File: src/hw/rtl/obl_pkg.sv
// ---------------------------------------------------------------------------
// obl_pkg
// Shared types and codes for the order book level engine.
// ---------------------------------------------------------------------------
package obl_pkg;

  localparam int unsigned FIELD_W = 48;

  localparam logic [1:0] KIND_SNAP   = 2'd0;
  localparam logic [1:0] KIND_CHANGE = 2'd1;
  localparam logic [1:0] KIND_SETSEQ = 2'd2;
  localparam logic [1:0] KIND_CLEAR  = 2'd3;

  localparam logic [4:0] DEPTH_RESET = 5'd20;

  typedef enum logic [1:0] {
    OP_SNAP,
    OP_CHANGE,
    OP_SETSEQ,
    OP_CLEAR
  } op_t;

  typedef enum logic [4:0] {
    ST_IDLE,
    ST_EXEC,
    ST_SRD,
    ST_SCMP,
    ST_DECIDE,
    ST_UP_RD,
    ST_UP_WR,
    ST_DN_RD,
    ST_DN_WR,
    ST_PUT,
    ST_PUB_INIT,
    ST_CMP_RD,
    ST_CMP_CHK,
    ST_EM_INIT,
    ST_EM_EMPTY,
    ST_EM_RD,
    ST_EM_WR
  } state_t;

  typedef struct packed {
    logic [FIELD_W-1:0] price;
    logic [FIELD_W-1:0] volume;
  } level_t;

  typedef struct packed {
    op_t                op;
    logic               side;
    logic [FIELD_W-1:0] price;
    logic [FIELD_W-1:0] volume;
    logic [FIELD_W-1:0] seq;
    logic               last;
    logic               remove;
  } item_t;

  typedef struct packed {
    logic               side;
    logic [4:0]         level_index;
    logic [FIELD_W-1:0] level_price;
    logic [FIELD_W-1:0] level_volume;
    logic               level_valid;
    logic [4:0]         ask_total;
    logic [4:0]         bid_total;
    logic               overflow;
    logic               final_level;
  } res_t;

endpackage

File: src/hw/rtl/obl_front.sv
// ---------------------------------------------------------------------------
// obl_front
// Accepts input beats, classifies them and holds them in a two-entry queue.
// ---------------------------------------------------------------------------
module obl_front import obl_pkg::*; (
  input  logic               clk,
  input  logic               rst_n,
  input  logic               in_valid,
  output logic               in_stall,
  input  logic [1:0]         in_kind,
  input  logic               in_side,
  input  logic [FIELD_W-1:0] in_price,
  input  logic [FIELD_W-1:0] in_volume,
  input  logic [FIELD_W-1:0] in_sequence_req,
  input  logic               in_last,
  output logic               q_valid,
  output item_t              q_item,
  input  logic               q_take
);

  item_t      q_mem_r [2];
  logic       wr_ptr_r, rd_ptr_r;
  logic [1:0] cnt_r;
  item_t      cls;
  logic       push;

  always_comb begin
    cls        = '0;
    unique case (in_kind)
      KIND_SNAP:   cls.op = OP_SNAP;
      KIND_CHANGE: cls.op = OP_CHANGE;
      KIND_SETSEQ: cls.op = OP_SETSEQ;
      KIND_CLEAR:  cls.op = OP_CLEAR;
    endcase
    cls.side   = in_side;
    cls.price  = in_price;
    cls.volume = in_volume;
    cls.seq    = in_sequence_req;
    cls.last   = in_last;
    cls.remove = (in_price == '0) || (in_volume == '0);
  end

  assign in_stall = (cnt_r == 2'd2);
  assign push     = in_valid && !in_stall;
  assign q_valid  = (cnt_r != 2'd0);
  assign q_item   = q_mem_r[rd_ptr_r];

  always_ff @(posedge clk) begin
    if (push) q_mem_r[wr_ptr_r] <= cls;
  end

  always_ff @(posedge clk) begin
    if (!rst_n) begin
      wr_ptr_r <= 1'b0;
      rd_ptr_r <= 1'b0;
      cnt_r    <= 2'd0;
    end else begin
      if (push) wr_ptr_r <= !wr_ptr_r;
      if (q_take) rd_ptr_r <= !rd_ptr_r;
      cnt_r <= cnt_r + 2'(push) - 2'(q_take);
    end
  end

endmodule

File: config.mk
export PLATFORM = sky130hd
export DESIGN_NAME = obl_front
export DESIGN_NICKNAME = d
export VERILOG_FILES = /design/src/hw/rtl/obl_pkg.sv /design/src/hw/rtl/obl_front.sv
export SDC_FILE = /design/constraint.sdc
export NUM_CORES = 1
export LEC_CHECK = 0
export BUFFER_PORTS_ARGS = -buffer_cell sky130_fd_sc_hd__buf_2
export CAP_MARGIN = 20
export CORE_MARGIN = 1
export CORE_UTILIZATION = 34
export CTS_CLUSTER_DIAMETER = 50
export DETAILED_ROUTE_END_ITERATION = 6
export PLACE_DENSITY = 0.54
export SLEW_MARGIN = 25
export SYNTH_ARGS = -nofsm -noshare
export SYNTH_HDL_FRONTEND = slang
export SYNTH_SLANG_ARGS = --single-unit
File: constraint.sdc
create_clock -name clk -period 10.51 [get_ports clk]
set_input_delay 1.051 -clock clk [delete_from_list [all_inputs] [get_ports clk]]
set_output_delay 1.051 -clock clk [all_outputs]
set_load 0.005 [all_outputs]
==> flow_summary.toml <==
[status]
outcome = "finished, final reports clean"

[clock_network]
cts.path.max_buffers = 3
root_buffer = "clkbuf_16"
cts.repair.resized = 0
cts_max_level = 2
clk_latency_ps = 510
post_cts_buffers = 0
tritoncts = "built"
clock_sinks = 303
cts_made_buffers = 38
clk_pin_slew_ps = 50
hold_buffers = 0

[global_routing]
grt_pass1_vias = 5997
grt_pass1_wl_um = 34100
grtUsageTotal_pct = 13.3
grt_overflow = 0
antenna_found_initial = 5
grt_max_degree = 74

[critical_path]
arrival_ps = 2350
slowest_stage = "buf_4"
worstReg2RegEnd = "q_mem_r[0][74]"
worst-path-max-fanout = 60
path_class = "flop to output port"
endpoint_kind = "output port"
critPathLaunchType = "flop"
cpPeakStageDelay_ps = 710
reg2reg_slack_ps = 7960
crit_chain = "buf_4 -> mux2_2 -> buf_2"
r2r_cells = 4
timing.rr.start = "cnt_r[0]"
cp_data_required_time_ps = 9460

[logic_synthesis]
synthDistinctLibCells = 22
synth_top_family_by_area = "multiplexers"
synth_xor_area_share_pct = 0.313
synth_fa_ha_area_share_pct = 0.224
synth_seq_area_share_pct = 80.9
synthesis.area_um2 = 11200
synth-seq-cells = 303
synth-compound-area-share_pct = 0.0671
yosys.area_share.simple_pct = 2.30
postSynthCellCount = 521
synthTopCellsByArea = "edfxtp_1 80%, mux2_2 15%, nor4_1 1.3%"
synth_warnings = 0
synth_area_per_cell_um2 = 21.5
synth.top_cell.area_share_pct = 80.0
muxShareOfSynthArea_pct = 15.0
syn_nets = 675
yosysTopAreaCell = "edfxtp_1"

[detailed_routing]
routedWlPerCell_um = 17.5
drt_iter0_drc = 197
routed-via-count = 6011
wl_um = 23200
firstDrtPassIters = 4
drt-vias-per-instance = 4.54
post-route-drc-count = 0
ant_nets = 0

[sta]
rsz0062_at_grt = "no"
hold_viol_final = 0
period_share_pct = 32.3
setup_tns_ps = 0
fin_crit_ps = 3400
fmax_ghz = 0.294
worst_slew_pin_slew_ps = 944
finalWorstSetupSlack_ps = 7110
maxSlewViolCount = 0
whs_ps = 578
skew_ps = 15.1
setup_viol_count_final = 0
max_slew_margin_pct = 37.0

[pwr]
p_sw_mw = 0.786
p_leak_nw = 5.27
p_per_area_nw_per_um2 = 229
switching_share_pct = 23.9
peakVddDrop_v = 0.000131
pwr-share-comb_pct = 14.2
power_mw = 3.29
clkPwrFrac_pct = 37.5
internal-power_mw = 2.51
seq_power_share_pct = 48.2

[die]
design.core.area_um2 = 32500
start_util_pct = 34.5
die_h_um = 183
dieWidth_um = 183
pin_count = 303
num_rows = 66
dieArea_um2 = 33600

[job]
cap_violations = 0

[layout]
area_growth_pct = 28.8
finish.utilization_pct = 44.4
nFillCells = 2957
drive_gt1_share_pct = 59.0
layout.cells.non_filler = 1325
design_area_um2 = 14400
fin_nets = 1004

[placement]
dp.cells = 1252
portBuffers = 302
post-place-ws_ps = 7270
dp_hpwl_um = 15200
placed_area_um2 = 13200
place_congestion = 0.734

[min_path]
worst_hold_startpoint = "rd_ptr_r"
hold_path_class = "flop to flop"
min_path_cells = 2
==> cell families after synthesis <==
kind of cell               count (synthesis)
muxes                                    149
AOI/OAI and AO/OA                          1
and+or+nand+nor                           41
buffers and inverters                     21
DFF                                      303
adders and majority gates                  2
xor gates and xnor gates                   4
==> worst max-delay path, delay by kind of cell (launching register included) <==
| family | cells | cell delay, ps |
|---|---|---|
| multiplexers | 1 | 420 |
| flip-flops | 1 | 510 |
| buffers and inverters | 2 | 850 |
==> placed cells by master (no fill, tap or decap), types with 4 or more instances in the layout <==
cell,Yosys,final
and2_1,5,5
buf_2,5,302
buf_4,11,5
clkbuf_1,2,7
clkbuf_16,0,38
clkinv_1,0,6
clkinv_2,0,6
dfxtp_1,5,4
edfxtp_1,298,298
inv_6,0,6
mux2_2,149,149
nand4_1,6,6
nor4_1,23,23
==> cells in the mapped netlist <==
| cell | n |
|---|---|
| edfxtp_1 | 298 |
| mux2_2 | 149 |
| nor4_1 | 23 |
| buf_4 | 11 |
| nand4_1 | 6 |
| and2_1 | 5 |
| buf_2 | 5 |
| dfxtp_1 | 5 |
| xnor2_1 | 3 |
| clkbuf_1 | 2 |
| ha_1 | 2 |
| inv_1 | 2 |
| and3_1 | 1 |
| buf_6 | 1 |
| nand2_1 | 1 |
| nand2b_1 | 1 |
| nor2_1 | 1 |
| nor4_2 | 1 |
| o31ai_1 | 1 |
| or2_2 | 1 |
| or3_1 | 1 |
| xor2_1 | 1 |
==> registers in the layout (all words and copies together) (netlist names), named ones only <==
| signal | cells |
|---|---|
| q_mem_r | 298 |
| cnt_r | 2 |
| rd_ptr_r | 1 |
| wr_ptr_r | 1 |
==> worst max path at each step <==
stage | endpoint | slack, ps | cells past startpoint
2_1_floorplan | q_mem_r[0][0] | 2520 | 2
3_3_place_gp | q_mem_r[0][78] | 7280 | 4
3_5_place_dp | q_mem_r[0][74] | 7270 | 4
4_1_cts | q_item[104] | 6880 | 3
5_1_grt | q_item[79] | 6980 | 3
6_report | q_item[81] | 7110 | 3
==> metal layers <==
metal	track usage, %	up-vias	wire length (um)
met4	4.13	6	496
met5	0	-	33
li1	-	2775	-
met3	5.24	41	1970
met2	21.1	206	10900
met1	16.6	2983	9840
==> power groups by stage <==
stage | combinational (mW) | sequential [mW] | clock [mW]
CTS | 0.484 | 1.59 | 1.27
finish | 0.469 | 1.59 | 1.24
global placement | 0.483 | 1.61 | 0
floorplan | 0.253 | 1.64 | 0
global route | 0.515 | 1.61 | 1.32
detailed placement | 0.481 | 1.61 | 0
==> final cells by class <==
class / count / area (um2) / share of cell area, %
flip-flops and latches: 303 / 9050 / 62.8
multi-input cells: 197 / 2020 / 14.0
repair buffers: 308 / 1560 / 10.8
clock buffers: 45 / 977 / 6.78
well taps: 442 / 553 / 3.84
clock inverters: 25 / 234 / 1.62
inverters: 2 / 7.51 / 0.0521
diodes: 3 / 7.51 / 0.0521
No activity file was read; power rests on OpenSTA's default activity.
